## config.mk

```make
export PLATFORM = sky130hd
export DESIGN_NAME = spe_cmd_queue
export DESIGN_NICKNAME = d
export VERILOG_FILES = /design/src/hw/rtl/spe_pkg.sv /design/src/hw/rtl/spe_cmd_queue.sv
export SDC_FILE = /design/constraint.sdc
export NUM_CORES = 1
export LEC_CHECK = 0
export BUFFER_PORTS_ARGS = -buffer_cell sky130_fd_sc_hd__buf_2
export CORE_ASPECT_RATIO = 1.1
export CORE_MARGIN = 4
export CORE_UTILIZATION = 34
export CTS_CLUSTER_DIAMETER = 50
export CTS_CLUSTER_SIZE = 20
export DETAILED_ROUTE_END_ITERATION = 10
export GPL_ROUTABILITY_DRIVEN = 0
export SLEW_MARGIN = 15
export SYNTH_ARGS = -nofsm -noshare
export SYNTH_HDL_FRONTEND = slang
export SYNTH_SLANG_ARGS = --single-unit
```

## constraint.sdc

```tcl
create_clock -name clk -period 12.1 [get_ports clk]
set_clock_uncertainty 0.15 [all_clocks]
set_input_delay 0.605 -clock clk [delete_from_list [all_inputs] [get_ports clk]]
set_output_delay 0.605 -clock clk [all_outputs]
set_load 0.01 [all_outputs]
```

## src/hw/rtl/spe_pkg.sv

```systemverilog
// spe_pkg: shared types and constants of the sprite particle engine.
// Command word between front and back, sprite word, mode and register codes.
// No dependencies.
package spe_pkg;

	// Item operation codes
	localparam logic OP_LOAD = 1'b0;
	localparam logic OP_TICK = 1'b1;

	// Weather modes
	localparam logic [2:0] MODE_NONE      = 3'd0;
	localparam logic [2:0] MODE_SNOW      = 3'd1;
	localparam logic [2:0] MODE_RAIN      = 3'd2;
	localparam logic [2:0] MODE_SANDSTORM = 3'd3;
	localparam logic [2:0] MODE_SNOWSTORM = 3'd4;
	localparam logic [2:0] MODE_FLAMES    = 3'd5;

	// Configuration register indexes
	localparam int CFG_IDX_W  = 2;
	localparam int CFG_DATA_W = 10;
	localparam logic [CFG_IDX_W-1:0] REG_WEATHER_MODE = 2'd0;
	localparam logic [CFG_IDX_W-1:0] REG_SAND_BASE    = 2'd1;
	localparam logic [CFG_IDX_W-1:0] REG_SNOW_BASE    = 2'd2;

	// Sprite shapes and palettes
	localparam logic [1:0] SHAPE_SMALL  = 2'd0;
	localparam logic [1:0] SHAPE_DROP   = 2'd1;
	localparam logic [1:0] SHAPE_STREAK = 2'd2;
	localparam logic [1:0] SHAPE_BIG    = 2'd3;
	localparam logic PAL_SYSTEM = 1'b0;
	localparam logic PAL_FLAME  = 1'b1;

	// Snow parallax layers
	localparam logic [1:0] KIND_FAR  = 2'd0;
	localparam logic [1:0] KIND_NEAR = 2'd2;

	// Flame row window and tile ramp
	localparam logic [7:0] FLAME_ROW_MIN    = 8'h40;
	localparam logic [7:0] FLAME_ROW_MAX    = 8'hA0;
	localparam logic [4:0] FLAME_TILE_TOP   = 5'd31;
	localparam logic [4:0] FLAME_TILE_FLOOR = 5'd24;

	// Sandstorm x offset
	localparam logic [8:0] SAND_X_OFFSET = 9'h010;

	// Command queue depth
	localparam int QUEUE_DEPTH = 2;

	typedef struct packed {
		logic              is_load;
		logic [5:0]        slot;
		logic signed [15:0] pos_x;
		logic signed [15:0] pos_y;
		logic signed [15:0] speed_x;
		logic signed [15:0] speed_y;
		logic [7:0]        glyph;
		logic [1:0]        depth_kind;
		logic [2:0]        mode;
		logic              frame_odd;
		logic [7:0]        org_far;
		logic [7:0]        org_mid;
		logic [7:0]        org_near;
		logic [7:0]        cam_y;
	} spe_cmd_t;

	typedef struct packed {
		logic [8:0] screen_x;
		logic [7:0] screen_y;
		logic [1:0] shape;
		logic [9:0] tile;
		logic       palette;
	} spe_sprite_t;

endpackage

```

## src/hw/rtl/spe_cmd_queue.sv

```systemverilog
// spe_cmd_queue: short FIFO of command words between front and back.
// Depends on spe_pkg.
module spe_cmd_queue (
	input  logic              clk,
	input  logic              arst_n,
	input  logic              push,
	input  spe_pkg::spe_cmd_t push_cmd,
	input  logic              pop,
	output logic              full,
	output logic              not_empty,
	output spe_pkg::spe_cmd_t head
);
	import spe_pkg::*;

	localparam int PTR_W = (QUEUE_DEPTH > 1) ? $clog2(QUEUE_DEPTH) : 1;
	localparam int CNT_W = $clog2(QUEUE_DEPTH + 1);

	spe_cmd_t          entry_q [QUEUE_DEPTH];
	logic [PTR_W-1:0]  wr_ptr_q;
	logic [PTR_W-1:0]  rd_ptr_q;
	logic [CNT_W-1:0]  count_q;

	function automatic logic [PTR_W-1:0] ptr_inc(input logic [PTR_W-1:0] p);
		ptr_inc = (p == PTR_W'(QUEUE_DEPTH - 1)) ? '0 : p + 1'b1;
	endfunction

	assign full      = (count_q == CNT_W'(QUEUE_DEPTH));
	assign not_empty = (count_q != '0);
	assign head      = entry_q[rd_ptr_q];

	// pointers and fill count
	always_ff @(posedge clk or negedge arst_n) begin
		if (!arst_n) begin
			wr_ptr_q <= '0;
			rd_ptr_q <= '0;
			count_q  <= '0;
		end else begin
			if (push) begin
				wr_ptr_q <= ptr_inc(wr_ptr_q);
			end
			if (pop) begin
				rd_ptr_q <= ptr_inc(rd_ptr_q);
			end
			if (push && !pop) begin
				count_q <= count_q + 1'b1;
			end else if (pop && !push) begin
				count_q <= count_q - 1'b1;
			end
		end
	end

	// entry storage
	always_ff @(posedge clk) begin
		if (push) begin
			entry_q[wr_ptr_q] <= push_cmd;
		end
	end

`ifndef ASSERT_OFF
	a_no_overflow: assert property (@(posedge clk) disable iff (!arst_n)
		push |-> !full) else $error("queue push while full");
	a_no_underflow: assert property (@(posedge clk) disable iff (!arst_n)
		pop |-> not_empty) else $error("queue pop while empty");
`endif

endmodule

```

## Word level (Yosys, flattened, before mapping)

Memory sizes are Yosys's and may differ from the RTL's.
Index checks and enable logic that the tools add are counted.

- Register bits after elaboration: 4
- Latch bits: 0
- Memory bits (writable): 234
- Memory bits (read-only): 0
- Input bits: 121
- Word-level logic and storage cells: 21
- Memories kept: 1

- Add/subtract/negate cells: 4
- Multiply operators: 0
- Divide/modulo/power cells: 0
- Order comparisons: 0
- Eq/ne operators: 1
- Shifts and indexed selects: 0
- Muxes and demuxes: 6
- Bitwise logic cells: 0
- Reduce and logical (&&, ||, !) cells: 6

Memories:

| name | words | bits a word | read ports | clocked after Yosys merged registers in | wr ports | line | text |
|---|---|---|---|---|---|---|---|
| entry_q | 2 | 117 | 1 | 0 | 1 | spe_cmd_queue.sv:18 | `spe_cmd_t entry_q [QUEUE_DEPTH];` |

Operators with widths:

| operator | number |
|---|---|
| 1-bit 2-to-1 mux | 4 |
| 2-bit 2-to-1 mux | 2 |
| 2-bit nonzero test | 2 |
| 1-bit adder (second input constant) | 2 |
| 2-bit by 1-bit adder with 2-bit output (second input constant) | 1 |
| 2-bit equality test (second input constant) | 1 |
| 1-bit logical AND | 2 |
| 1-bit zero test | 2 |
| 2-bit by 1-bit subtractor with 2-bit output (second input constant) | 1 |

## Logic depth before layout (Yosys ltp)

- Depth in word-level cells: 4
- Depth in mapped cells: 5

## Least setup slack after synthesis

Ideal clock, no wire load.

- Path type: input-to-reg
- Start: input push
- End: memory entry_q[0][0] (netlist name), enable pin
- Setup time: 608 ps
- Arrival time: 5683 ps
- Required time: 11342 ps
- Slack: 5658 ps
- Cell stages on the path: 1
- Path buffers: 0
- Cells stage by stage: nor2b_1

- Longest elaborated chain between the ends: 2

RTL lines:

| item | line | text |
|---|---|---|
| start, declared | spe_cmd_queue.sv:6 | `input logic push,` |
| 1-bit 2-to-1 mux | spe_cmd_queue.sv:54 | `if (push) begin` |
| 1-bit 2-to-1 mux (implied by the code) | spe_cmd_queue.sv:55 | `entry_q[wr_ptr_q] <= push_cmd;` |
| end, declared | spe_cmd_queue.sv:18 |  |

No other way between the ends.

==> results by group <==
Clock tree
  – Clock Latency Late Sink: 0.51 ns
  – Post-CTS Setup Repair Bufs: 0
  – H-tree lvl count: 1
  – CTS tree: built
  – CTS Buf Count: 23
  – Clock buffer depth: 3
  – Clk root buf: clkbuf_16
  – Reg clk slew, reported paths: 0.08 ns
  – CTS sink cnt: 238

Logic synthesis
  – Synth top area share: 0.8078
  – Cell area after synthesis: 0.008698 mm2
  – Flops & latches, synth: 238
  – Mean Syn Cell Area: 22.89 um2
  – Largest cells by area after synthesis: edfxtp_1, mux2_2, mux2_4, dfrtp_1, buf_2
  – Post-synthesis cell type count: 14
  – Post-synthesis sequential area ratio: 0.8193
  – Largest area contributor in the netlist: edfxtp_1
  – Post-Syn Instances: 380
  – Synth warnings: 0
  – Post-Syn Nets: 502

Layout
  – Core Util, Final: 0.4388
  – Share of layout cells above drive strength 1: 0.6202
  – # fillers: 2236
  – Most frequent cells in the layout: buf_2, edfxtp_1, mux2_2
  – Commonest non-fill, non-tap cell in the layout: buf_2
  – Reg area: 0.007131 mm2
  – Area Growth Syn to Fin: 27.43%
  – Nets: 758
  – Area of the multi-input gates: 0.001488 mm2

STA
  – FMAX: 271.5 MHz
  – Worst slew margin: 0.4342
  – Count of final max-slew check failures: 0
  – Final setup fails: 0
  – Period utilization: 0.3044
  – Setup repair after global routing missed its margin: false
  – Hold WS: 0.1262 ns
  – Setup ws final: 8.417 ns
  – Setup TNS: 0 ns
  – Final Hold Fails: 0
  – Least-Margin Pin Slew: 0.8488 ns
  – Crit path time final: 3.683 ns

Global route
  – Largest net degree at the start of global routing: 65
  – GRT Util Overall: 0.1148
  – First-pass GRT wire length: 26040 um
  – Vias in the first global route: 4880
  – Grt ovf: 0
  – Initial antenna violation count: 1

Critical path
  – Crit path max-delay family: flip-flops
  – CP Buf/Inv Count: 2
  – Max stage delay on crit path: 0.97 ns
  – Critical path's slowest cell: dfrtp_4
  – CP Cell Sequence: buf_4 -> mux2_2 -> buf_2
  – CP Capture Type: output pin
  – Worst EP required: 11.35 ns
  – WP data arrival: 2.93 ns
  – CP startpoint kind: flop
  – Crit Path Class: flop to output pin
  – Crit Path Max Fanout: 64

Detailed routing
  – Met3 WL: 1446 um
  – First-pass DRT Iterations: 4
  – Via count: 4353
  – DRT met1 WL: 6175 um
  – Drc violations: 0
  – Via density: 4.353
  – Top routing layer in use: met4
  – Drt wl/cell: 16.70 um
  – Met2 WL post-DR: 8688 um
  – Final WL: 16700 um
  – Initial DRC Count: 145
  – Final antenna-violating net count: 0

Job
  – MaxCap Viol Count: 0

Outcome
  – Status: finished clean

Die
  – Die X: 160.5 um
  – Core ar.: 0.02526 mm2
  – Starting Density: 0.3443
  – DIE AREA: 0.02821 mm2
  – Num rows: 61
  – IO Count: 240
  – Die Span Y: 175.8 um

Placement
  – Place WS: 8.891 ns
  – Port buffer count: 239
  – DP Wirelength: 11250 um

Pwr
  – Peak supply drop: 0.0001142 V
  – P_leak: 4.175 nW
  – P per Cell Area: 231.6 mW/mm2

Worst hold path
  – Hold Crit Class: primary input to flop
==> cells by family (layout without fill, tap and decap cells) <==
group | after synthesis | after routing | synth area share
flops | 238 | 238 | 0.8193
mux | 117 | 117 | 0.1601
buf+inv | 14 | 287 | 0.01079
xor+xnor | 5 | 5 | 0.005034
simple gates | 5 | 5 | 0.003309
fa+ha+maj | 1 | 1 | 0.001438
other cells | 0 | 1 | 0
==> layout make-up <==
cell class,instances,area share
Antenna cell,1,0.0002258
Timing Repair Buffer,244,0.1115
Clock inverter,19,0.01942
Multi-Input combinational cell,128,0.1342
Clock buffer,23,0.05192
Tap cell,346,0.03906
Sequential cell,238,0.6433
Inverter,1,0.0003386
==> worst reg2reg max path, cell delays in order (launching register included) <==
cell,delay [ns]
dfrtp_1,0.43
nor2b_4,0.12
buf_4,0.60
buf_4,0.83
==> what timing repair did <==
item / 4_1_cts / 5_1_grt
hold buffers: 1 / 0
setup endpoints to repair: 0 / 0
resized for setup: 0 / 0
endpoints found under the hold margin: 4 / 0
==> final timing paths <==
path | start | endpoint | slack (ns) | cells after the start
max in group asynchronous | arst_n | rd_ptr_q | 11.38 | 2
hold / removal | push_cmd[30] | entry_q[0][30] | 0.13 | 1
hold reg to reg | count_q[1] | count_q[1] | 0.35 | 1
min in group asynchronous | arst_n | rd_ptr_q | 0.28 | 2
setup reg to reg | wr_ptr_q | entry_q[0][39] | 9.51 | 3
setup / recovery | rd_ptr_q | head[43] | 8.42 | 3
==> state kept, by name (all words and copies together) (netlist names) <==
signal    cells
wr_ptr_q      1
rd_ptr_q      1
count_q       2
entry_q     234
==> cell usage after synthesis (all sizes together) <==
library cell	number
and2	1
buf	13
dfrtp	4
edfxtp	234
ha	1
inv	1
mux2	117
nor2	1
nor2b	2
or2	1
xnor2	1
xor2	4
==> power breakdown <==
part	internal (W)	leakage [nW]	switching (W)
clock network	0.000376	0.372	0.000342
registers	0.00109	2.24	0.0000769
logic	0.000332	1.56	0.000344
==> through the flow <==
| stage | total power (W) | std cells | instance area (um2) |
|---|---|---|---|
| floorplan | 0.001641 | 380 | 8698 |
| global placement | 0.001872 | 956 | 10280 |
| detailed placement | 0.001891 | 956 | 10280 |
| CTS | 0.002618 | 999 | 11080 |
| global route | 0.002706 | 1000 | 11080 |
| finish | 0.002567 | 1000 | 11080 |
==> routing by layer <==
layer	vias up	GRT usage
li1	2029	-
met1	2135	0.1294
met2	160	0.2058
met3	29	0.03990
met4	0	0.03335
met5	-	0
(Power assumes the default switching activity.)
