## config.mk

```make
export PLATFORM = sky130hd
export DESIGN_NAME = spe_front
export DESIGN_NICKNAME = d
export VERILOG_FILES = /design/src/hw/rtl/spe_pkg.sv /design/src/hw/rtl/spe_front.sv
export SDC_FILE = /design/constraint.sdc
export NUM_CORES = 1
export LEC_CHECK = 0
export BUFFER_PORTS_ARGS = -buffer_cell sky130_fd_sc_hd__buf_2
export CORE_AREA = 2 2 102 104
export CTS_BUF_LIST = sky130_fd_sc_hd__clkbuf_8
export CTS_CLUSTER_DIAMETER = 200
export DETAILED_ROUTE_END_ITERATION = 10
export DIE_AREA = 0 0 104 106
export PLACE_DENSITY = 0.63
export SLEW_MARGIN = 20
export SYNTH_ARGS = -nofsm -noshare
export SYNTH_HDL_FRONTEND = slang
export SYNTH_SLANG_ARGS = --single-unit
```

## constraint.sdc

```tcl
create_clock -name clk -period 1.8 [get_ports clk]
set_input_delay 0.27 -clock clk [delete_from_list [all_inputs] [get_ports clk]]
set_output_delay 0.27 -clock clk [all_outputs]
set_load 0.02 [all_outputs]
```

## src/hw/rtl/spe_pkg.sv

```systemverilog
// spe_pkg: shared types and constants of the sprite particle engine.
// Command word between front and back, sprite word, mode and register codes.
// No dependencies.
package spe_pkg;

	// Item operation codes
	localparam logic OP_LOAD = 1'b0;
	localparam logic OP_TICK = 1'b1;

	// Weather modes
	localparam logic [2:0] MODE_NONE      = 3'd0;
	localparam logic [2:0] MODE_SNOW      = 3'd1;
	localparam logic [2:0] MODE_RAIN      = 3'd2;
	localparam logic [2:0] MODE_SANDSTORM = 3'd3;
	localparam logic [2:0] MODE_SNOWSTORM = 3'd4;
	localparam logic [2:0] MODE_FLAMES    = 3'd5;

	// Configuration register indexes
	localparam int CFG_IDX_W  = 2;
	localparam int CFG_DATA_W = 10;
	localparam logic [CFG_IDX_W-1:0] REG_WEATHER_MODE = 2'd0;
	localparam logic [CFG_IDX_W-1:0] REG_SAND_BASE    = 2'd1;
	localparam logic [CFG_IDX_W-1:0] REG_SNOW_BASE    = 2'd2;

	// Sprite shapes and palettes
	localparam logic [1:0] SHAPE_SMALL  = 2'd0;
	localparam logic [1:0] SHAPE_DROP   = 2'd1;
	localparam logic [1:0] SHAPE_STREAK = 2'd2;
	localparam logic [1:0] SHAPE_BIG    = 2'd3;
	localparam logic PAL_SYSTEM = 1'b0;
	localparam logic PAL_FLAME  = 1'b1;

	// Snow parallax layers
	localparam logic [1:0] KIND_FAR  = 2'd0;
	localparam logic [1:0] KIND_NEAR = 2'd2;

	// Flame row window and tile ramp
	localparam logic [7:0] FLAME_ROW_MIN    = 8'h40;
	localparam logic [7:0] FLAME_ROW_MAX    = 8'hA0;
	localparam logic [4:0] FLAME_TILE_TOP   = 5'd31;
	localparam logic [4:0] FLAME_TILE_FLOOR = 5'd24;

	// Sandstorm x offset
	localparam logic [8:0] SAND_X_OFFSET = 9'h010;

	// Command queue depth
	localparam int QUEUE_DEPTH = 2;

	typedef struct packed {
		logic              is_load;
		logic [5:0]        slot;
		logic signed [15:0] pos_x;
		logic signed [15:0] pos_y;
		logic signed [15:0] speed_x;
		logic signed [15:0] speed_y;
		logic [7:0]        glyph;
		logic [1:0]        depth_kind;
		logic [2:0]        mode;
		logic              frame_odd;
		logic [7:0]        org_far;
		logic [7:0]        org_mid;
		logic [7:0]        org_near;
		logic [7:0]        cam_y;
	} spe_cmd_t;

	typedef struct packed {
		logic [8:0] screen_x;
		logic [7:0] screen_y;
		logic [1:0] shape;
		logic [9:0] tile;
		logic       palette;
	} spe_sprite_t;

endpackage

```

## src/hw/rtl/spe_front.sv

```systemverilog
// spe_front: configuration registers, item acceptance and classification.
// Builds command words for the queue. Depends on spe_pkg.
module spe_front #(
	parameter int PARTICLE_COUNT = 64
) (
	input  logic                             clk,
	input  logic                             arst_n,
	// configuration write channel
	input  logic                             cfg_valid,
	output logic                             cfg_ready,
	input  logic [spe_pkg::CFG_IDX_W-1:0]    cfg_index,
	input  logic [spe_pkg::CFG_DATA_W-1:0]   cfg_data,
	// item channel
	input  logic                             start,
	output logic                             busy,
	input  logic                             op,
	input  logic [5:0]                       slot,
	input  logic signed [15:0]               pos_x,
	input  logic signed [15:0]               pos_y,
	input  logic signed [15:0]               speed_x,
	input  logic signed [15:0]               speed_y,
	input  logic [7:0]                       glyph,
	input  logic [1:0]                       depth_kind,
	input  logic [11:0]                      camera_x,
	input  logic [11:0]                      camera_y,
	input  logic                             frame_odd,
	input  logic                             sprite_room,
	// queue side
	input  logic                             q_full,
	output logic                             push,
	output spe_pkg::spe_cmd_t                cmd,
	// live tile bases for the back end
	output logic [9:0]                       sand_base,
	output logic [9:0]                       snow_base
);
	import spe_pkg::*;

	logic [2:0]  mode_q;
	logic [9:0]  sand_base_q;
	logic [9:0]  snow_base_q;
	logic        accept;
	logic        load_ok;
	logic        tick_ok;
	logic [13:0] cam_x3;
	logic [14:0] cam_x5;

	// config writes are always taken
	assign cfg_ready = 1'b1;

	always_ff @(posedge clk or negedge arst_n) begin
		if (!arst_n) begin
			mode_q      <= MODE_NONE;
			sand_base_q <= '0;
			snow_base_q <= '0;
		end else if (cfg_valid) begin
			unique case (cfg_index)
				REG_WEATHER_MODE: mode_q      <= cfg_data[2:0];
				REG_SAND_BASE:    sand_base_q <= cfg_data;
				REG_SNOW_BASE:    snow_base_q <= cfg_data;
				default: ;
			endcase
		end
	end

	assign sand_base = sand_base_q;
	assign snow_base = snow_base_q;

	// classify: out-of-table loads and idle ticks are dropped here
	assign busy    = q_full;
	assign accept  = start && !busy;
	assign load_ok = (32'(slot) < PARTICLE_COUNT);
	assign tick_ok = sprite_room && (mode_q != MODE_NONE) && (mode_q <= MODE_FLAMES);
	assign push    = accept && ((op == OP_LOAD) ? load_ok : tick_ok);

	// parallax origins: 3/4 and 5/4 of camera x, low byte only
	assign cam_x3 = {1'b0, camera_x, 1'b0} + {2'b00, camera_x};
	assign cam_x5 = {1'b0, camera_x, 2'b00} + {3'b000, camera_x};

	always_comb begin
		cmd.is_load    = (op == OP_LOAD);
		cmd.slot       = slot;
		cmd.pos_x      = pos_x;
		cmd.pos_y      = pos_y;
		cmd.speed_x    = speed_x;
		cmd.speed_y    = speed_y;
		cmd.glyph      = glyph;
		cmd.depth_kind = depth_kind;
		cmd.mode       = mode_q;
		cmd.frame_odd  = frame_odd;
		cmd.org_far    = cam_x3[9:2];
		cmd.org_mid    = camera_x[7:0];
		cmd.org_near   = cam_x5[9:2];
		cmd.cam_y      = camera_y[7:0];
	end

endmodule

```

# Yosys cells after proc, flatten, opt, wreduce, memory -nomap -nowiden
# Cells that the tools add are included.
# totals
register_bits	23
latchBits	0
ram_bits	0
romBits	0
inputBits	124
out_inout_bits	140
wordCells	20
n_memories	0
# op_classes
addsub	2
multipliers	0
div	0
order_cmp	1
eq_ne	2
shifts	0
muxes	1
bitwise_logic	1
reduce_logical	10
# ops
cell	count
$add A10 B10 Y10	2
$reduce_and A2 Y1	3
$logic_and A1 B1 Y1	4
$le A3 B3 Y1 const B	1
$reduce_bool A3 Y1	1
$eq A2 B1 Y1 const B	1
$eq A2 B2 Y1 const B	1
$logic_not A2 Y1	1
$logic_not A1 Y1	1
$mux W1	1
$not A1 Y1	1

# Longest topological paths before layout
# Gate-level depths: netlist of run 1.
# depth
depth_word	5
mapped_depth	8
mapped_depth_nobuf	8

# Least setup slack after synthesis of run 1
# Ideal clock, no wire load.
# synth_timing
kind	input port to output port
startpoint	in camera_x[0]
endpoint	out cmd[31] (netlist bit)
arrival_time_ns	1.748
required_time_ns	1.530
setup_slack_ns	-0.218
cell_stages	6
n_path_buf	0
cell_sequence	and2_1 -> fa_1 -> a21oi_1 -> o21a_2 -> nor2_1 -> a211oi_1
# synth_rtl
item	line	rtl
from (decl)	spe_front.sv:24	input logic [11:0] camera_x,
to (decl)	spe_front.sv:31	output spe_pkg::spe_cmd_t cmd,

==> flow_metrics.env, run 1 <==
export IMPL_multi_input_area_um2=1109
export IMPL_antenna_found_initial=0
export IMPL_grt_pass1_wl_um=8590
export IMPL_fin_ws_ns=-0.2835
export IMPL_yosys_warnings=0
export IMPL_slew_viol_final=0
export IMPL_fill_cells=1086
export IMPL_row_count=37
export IMPL_met2_usage=0.1870
export IMPL_fin_crit_ns=2.084
export IMPL_place_congestion=0.7955
export IMPL_hold_viol=0
export IMPL_cts_tree="built"
export IMPL_cts_max_path_buffers=2
export IMPL_use_met3=0.03924
export IMPL_hold_class="in -> reg"
export IMPL_coreArea_um2=10000
export IMPL_vias_per_cell=4.157
export IMPL_die_height_um=106
export IMPL_final_common_cell="buf_2"
export IMPL_dr_pass1_iters=3
export IMPL_path_max_fanout=3
export IMPL_syn_num_nets=374
export IMPL_use_met1=0.09511
export IMPL_vias=1584
export IMPL_ys_seq_area_frac=0.2548
export IMPL_startpoint_type="input port"
export IMPL_post_dp_hpwl_um=4394
export IMPL_power_frac_seq=0.333
export IMPL_path_cells="buf_8 -> ha_4 -> inv_2 -> fa_2 -> and2b_1 -> o21ai_2 -> a21oi_2 -> buf_4 -> a311o_1 -> buf_6"
export IMPL_routedWlPerCell_um=14.75
export IMPL_grt_max_degree=24
export IMPL_syn_instance_count=234
export IMPL_whs_path_depth=2
export IMPL_final_period_utilization=1.158
export IMPL_clock_sinks=23
export IMPL_critPathSlowestCell="a311o_1"
export IMPL_diodes=0
export IMPL_layout_common_cells="buf_2, buf_4, mux2_2, dfrtp_1, inv_1"
export IMPL_switching_power_mw=0.7595
export IMPL_status="finished with violations"
export IMPL_ir_drop_mv=0.3941
export IMPL_max_stage_delay_ns=0.36
export IMPL_first_global_vias=1613
export IMPL_die_area_um2=11020
export IMPL_power_mw=2.005
export IMPL_clkLatencyLatePin_ns=0.26
export IMPL_rsz0062_at_grt="true"
export IMPL_tightestPinTransition_ns=0.5206
export IMPL_synth_seq_cells=23
export IMPL_worstPathRequired_ns=1.53
export IMPL_clock_skew_ns=0
export IMPL_violations="setup timing"
export IMPL_max_freq_mhz=480.0
export IMPL_grt_usage=0.09693
export IMPL_setup_violations=8
export IMPL_grt_overflow=0
export IMPL_final_antenna_net_count=0
export IMPL_p_leak_nw=1.227
export IMPL_synthesis_area_um2=2258
export IMPL_num_nets_final=386
export IMPL_clockPowerShare=0.155
export IMPL_synth_avg_cell_area_um2=9.651
export IMPL_synth_cell_types=35
export IMPL_pwr_share_comb=0.513
export IMPL_die_w_um=104
export IMPL_intPower_mw=1.245
export IMPL_drtIter0Drc=40
export IMPL_pin_count=264
export IMPL_syn2layout_area_growth_pct=18.23
export IMPL_drcViolationCount=0
export IMPL_portBuffers=78
export IMPL_grt_busiest_layer="met2"
export IMPL_drive_above_1_share=0.6612
export IMPL_slew_headroom=0.6529
export IMPL_htreeDepth=1
export IMPL_cts_root_buf="clkbuf_8"
export IMPL_crit_arrival_ns=1.81
export IMPL_p_per_area_nw_per_um2=750.9
export IMPL_critPathKind="in -> out"
export IMPL_reg2reg_depth=1
export IMPL_cap_violations=0
export IMPL_drt_total_wl_um=5618
export IMPL_dp_worst_setup_slack_ns=-0.3822
export IMPL_fin_tns_setup_ns=-1.214
export IMPL_regArea_um2=575.6
export IMPL_clkTransAtPathRegs_ns=0.08
export IMPL_swShare=0.3788
export IMPL_cts_buffers_inserted=3
export IMPL_start_util=0.2259
export IMPL_endpoint_kind="primary output"
[synth_stat cells, drive strengths merged]
master  count  area (µm²)
a211oi      1       7.510
a21o        2       15.01
a21oi      13       72.57
a311o       1       10.01
a31o        1       8.760
a31oi       1       6.260
a41oi       1       8.760
and2        1       6.260
and2b       1       7.510
and3        1       6.260
buf       101       753.2
conb        1       3.750
dfrtp      23       575.6
fa          2       40.04
ha         14       175.2
inv        11       41.29
mux2       23       259.0
nand2       1       3.750
nand2b      2       12.51
nand3       2       10.01
nand3b      2       15.01
nor2        2       7.510
nor3        3       15.01
nor3b       1       7.510
nor4        1       6.260
o21a        1       8.760
o21ai       6       33.78
o21bai      2       15.01
o31ai       1       21.27
xnor2       7       61.31
xor2        5       43.79
[path summary, 6_finish.rpt]
kind                         startpoint            to  slack [ns]
setup / recovery            camera_x[2]       cmd[14]       -0.28
hold / removal              cfg_data[9]  sand_base[9]        0.25
setup reg to reg              mode_q[1]     mode_q[1]        1.01
hold reg to reg            sand_base[5]  sand_base[5]        0.51
max in group asynchronous        arst_n     mode_q[1]        0.94
min in group asynchronous        arst_n  snow_base[0]        0.51
[worst max-delay path: cells and delay by family]
family	cells	cell delay [ns]
fa+ha+maj	2	0.33
simple gates	1	0.18
buf+inv	4	0.43
compound gates	3	0.59
[sequential cells by signal, summed over array words and instances, names as in the netlist]
name and flops:
mode_q 3, snow_base 10, sand_base 10
[cells by family after synthesis]
kind of cell	synth area share
buffers and inverters	0.3518
adders and majority gates	0.09529
AOI/OAI and AO/OA	0.09197
xor gates and xnor gates	0.04654
DFF	0.2548
and+or+nand+nor	0.04322
muxes	0.1147
other	0.001660
[stage by stage]
| step | hold slack (ns) | util | instance area (µm²) | instances |
|---|---|---|---|---|
| after floorplan | -0.02559 | - | 2282 | 234 |
| after global placement | 0.2715 | 0.2275 | 2275 | 370 |
| after detailed placement | 0.2882 | 0.2275 | 2275 | 370 |
| after CTS | 0.2400 | 0.2579 | 2579 | 380 |
| after global routing | 0.2489 | 0.2670 | 2670 | 381 |
| final | 0.2515 | 0.2670 | 2670 | 381 |
[cell type report]
type | count | share of cell area
multi-input cells | 99 | 0.4152
repair buffers | 108 | 0.2732
flip-flops and latches | 23 | 0.2156
well taps | 136 | 0.06373
clock buffers | 3 | 0.01546
inverters | 11 | 0.01546
clock inverters | 1 | 0.001406
[power by group through the flow]
stage	Sequential (mW)	Combinational, mW	Clock [mW]
after global routing	0.680	1.10	0.355
after global placement	0.672	0.869	0
after floorplan	0.797	0.715	0
after CTS	0.669	0.993	0.337
after detailed placement	0.678	0.883	0
final	0.667	1.03	0.310
[repair_timing]
action                                 CTS  global route
gates resized for setup                 41            16
hold buffers                             1             0
setup endpoints to repair               10            10
buffers inserted                         5             1
endpoints found under the hold margin   23             0
cloned                                   0             0
pin swaps                               19            12
[metal layers]
metal  vias to the layer above  part of all wire  routed length [µm]
met1                       745              0.33                1856
li1                        702                 -                   -
met2                       123              0.55                3062
met3                        14              0.11                 602
met5                         -                 0                   0
met4                         0             0.017                  96
(Power assumes the default switching activity.)
==> run 2, diff against run 1 <==
--- a/config.mk
+++ b/config.mk
@@ -12,6 +12,7 @@
 export DETAILED_ROUTE_END_ITERATION = 10
 export DIE_AREA = 0 0 104 106
 export PLACE_DENSITY = 0.63
+export SETUP_SLACK_MARGIN = 0.3
 export SLEW_MARGIN = 20
 export SYNTH_ARGS = -nofsm -noshare
 export SYNTH_HDL_FRONTEND = slang
==> run 2 against run 1 <==
  * The flow still finishes with violations (setup timing)
  * Non-clock buffer count increased by 7
  * Utilization is 0.68 points higher
  * Sequential share of layout area shrank 0.53 points
  * Routed wire length decreased by 5.8%
  * Cell count grew 1.8%
  * Total power rose by 3.5%
  * Count of clock-buffer cells in the layout did not move
  * Via count is 1.6% higher
==> flow_metrics.env, run 2 (synthesis gave the netlist of run 1 again) <==
export IMPL_grt_max_degree=24
export IMPL_drtIter0Drc=20
export IMPL_crit_arrival_ns=1.87
export IMPL_portBuffers=78
export IMPL_grt_pass1_wl_um=8328
export IMPL_switching_power_mw=0.7860
export IMPL_status="finished with violations"
export IMPL_diodes=0
export IMPL_antenna_found_initial=0
export IMPL_ir_drop_mv=0.4706
export IMPL_power_mw=2.076
export IMPL_drive_above_1_share=0.7103
export IMPL_place_congestion=0.7106
export IMPL_coreArea_um2=10000
export IMPL_layout_common_cells="buf_2, buf_4, mux2_2, dfrtp_1, buf_6"
export IMPL_swShare=0.3787
export IMPL_die_height_um=106
export IMPL_pin_count=264
export IMPL_slew_viol_final=0
export IMPL_fill_cells=1083
export IMPL_final_cell_area_um2=2738
export IMPL_pwr_share_comb=0.527
export IMPL_grt_usage=0.09041
export IMPL_final_period_utilization=1.187
export IMPL_dp_worst_setup_slack_ns=-0.4063
export IMPL_fin_crit_ns=2.137
export IMPL_hold_class="in -> reg"
export IMPL_multi_input_area_um2=1126
export IMPL_p_per_area_nw_per_um2=758.2
export IMPL_critPathKind="in -> out"
export IMPL_p_leak_nw=1.289
export IMPL_hold_viol=0
export IMPL_violations="setup timing"
export IMPL_clkLatencyLatePin_ns=0.25
export IMPL_fin_ws_ns=-0.3367
export IMPL_tightestPinTransition_ns=0.5338
export IMPL_intPower_mw=1.290
export IMPL_path_max_fanout=3
export IMPL_regArea_um2=575.6
export IMPL_cts_tree="built"
export IMPL_crit_buf_inv=3
export IMPL_power_frac_seq=0.324
export IMPL_max_stage_delay_ns=0.36
export IMPL_critPathSlowestCell="fa_2"
export IMPL_syn2layout_area_growth_pct=21.22
export IMPL_num_nets_final=393
export IMPL_postPlaceCellArea_um2=2452
export IMPL_vias=1610
export IMPL_cts_root_buf="clkbuf_8"
export IMPL_rsz0062_at_grt="true"
export IMPL_drcViolationCount=0
export IMPL_cts_max_path_buffers=2
export IMPL_first_global_vias=1738
export IMPL_final_antenna_net_count=0
export IMPL_cap_violations=0
export IMPL_path_cells="buf_8 -> ha_4 -> inv_2 -> fa_2 -> and2b_1 -> o21ai_2 -> a21oi_2 -> nor4_2 -> a311o_1 -> buf_6"
export IMPL_clock_skew_ns=0
export IMPL_post_dp_hpwl_um=4285
export IMPL_crit_family="compound AO/OA/AOI/OAI gates"
export IMPL_htreeDepth=1
export IMPL_max_freq_mhz=468.0
export IMPL_endpoint_kind="primary output"
export IMPL_routedWlPerCell_um=13.64
export IMPL_die_w_um=104
export IMPL_row_count=37
export IMPL_die_area_um2=11020
export IMPL_clkTransAtPathRegs_ns=0.08
export IMPL_worstPathRequired_ns=1.53
export IMPL_clock_sinks=23
export IMPL_startpoint_type="input port"
export IMPL_setup_violations=9
export IMPL_dr_pass1_iters=3
export IMPL_slew_headroom=0.6441
export IMPL_cts_buffers_inserted=3
export IMPL_vias_per_cell=4.149
export IMPL_clockPowerShare=0.150
export IMPL_drt_total_wl_um=5291
export IMPL_grt_overflow=0
export IMPL_start_util=0.2259
export IMPL_final_common_cell="buf_2"
[run 2: changes by cell type in the layout (fill, tap and decap cells not counted), moves of 3 or more]
cell,before,now
buf_2,63,60
xnor2_2,1,5
buf_4,31,40
ha_4,9,6
xnor2_1,6,1
[run 2: layer usage]
layer	up-vias	share of wire	global-route usage
li1	716	-	-
met1	762	0.37	0.09626
met2	102	0.50	0.1635
met3	30	0.086	0.02575
met4	0	0.043	0.04537
met5	-	0	0
[run 2: area by class of cell]
class	count	share of cell area
clock buffer	3	0.01508
clock inverter	1	0.001371
inverter	11	0.01508
multi-input combinational	99	0.4113
sequential	23	0.2102
tap	136	0.06216
timing repair buffer	115	0.2847
[run 2: stage by stage]
| stage | TNS, ns | cells | util | hold WS (ns) |
|---|---|---|---|---|
| CTS | -1.794 | 386 | 0.2664 | 0.2482 |
| detailed placement | -2.195 | 376 | 0.2452 | 0.2758 |
| floorplan | -0.06083 | 234 | - | -0.02559 |
| finish | -1.414 | 388 | 0.2738 | 0.2494 |
| global route | -2.166 | 388 | 0.2738 | 0.2520 |
| global placement | -2.068 | 376 | 0.2452 | 0.2606 |
[run 2: power groups by stage]
stage / Clock (mW) / Combinational [mW] / Sequential [mW]
4_1_cts: 0.321 / 1.06 / 0.672
5_1_grt: 0.341 / 1.17 / 0.686
3_5_place_dp: 0 / 0.965 / 0.677
2_1_floorplan: 0 / 0.767 / 0.797
6_report: 0.311 / 1.09 / 0.672
3_3_place_gp: 0 / 0.942 / 0.674
[run 2: path summary, 6_finish.rpt]
path | start | endpoint | slack (ns) | cells past startpoint
max | camera_x[0] | cmd[14] | -0.34 | 10
min | cfg_data[3] | snow_base[3] | 0.25 | 2
max reg2reg | mode_q[1] | mode_q[1] | 0.88 | 2
min reg2reg | snow_base[9] | snow_base[9] | 0.51 | 1
max in group asynchronous | arst_n | sand_base[5] | 0.93 | 2
min in group asynchronous | arst_n | sand_base[8] | 0.51 | 2
[run 2: worst register-to-register path: cells and delay by family, from the launching register on]
kind                   cells  cell delay, ns
buffers and inverters      1            0.15
muxes                      1            0.24
DFF                        1            0.43
[run 2: repair_timing]
action	CTS	global route
gates resized for setup	35	14
endpoints found under the setup margin	16	16
buffers inserted	5	2
hold buffers	1	0
pin swaps	19	23
endpoints found under the hold margin	23	0
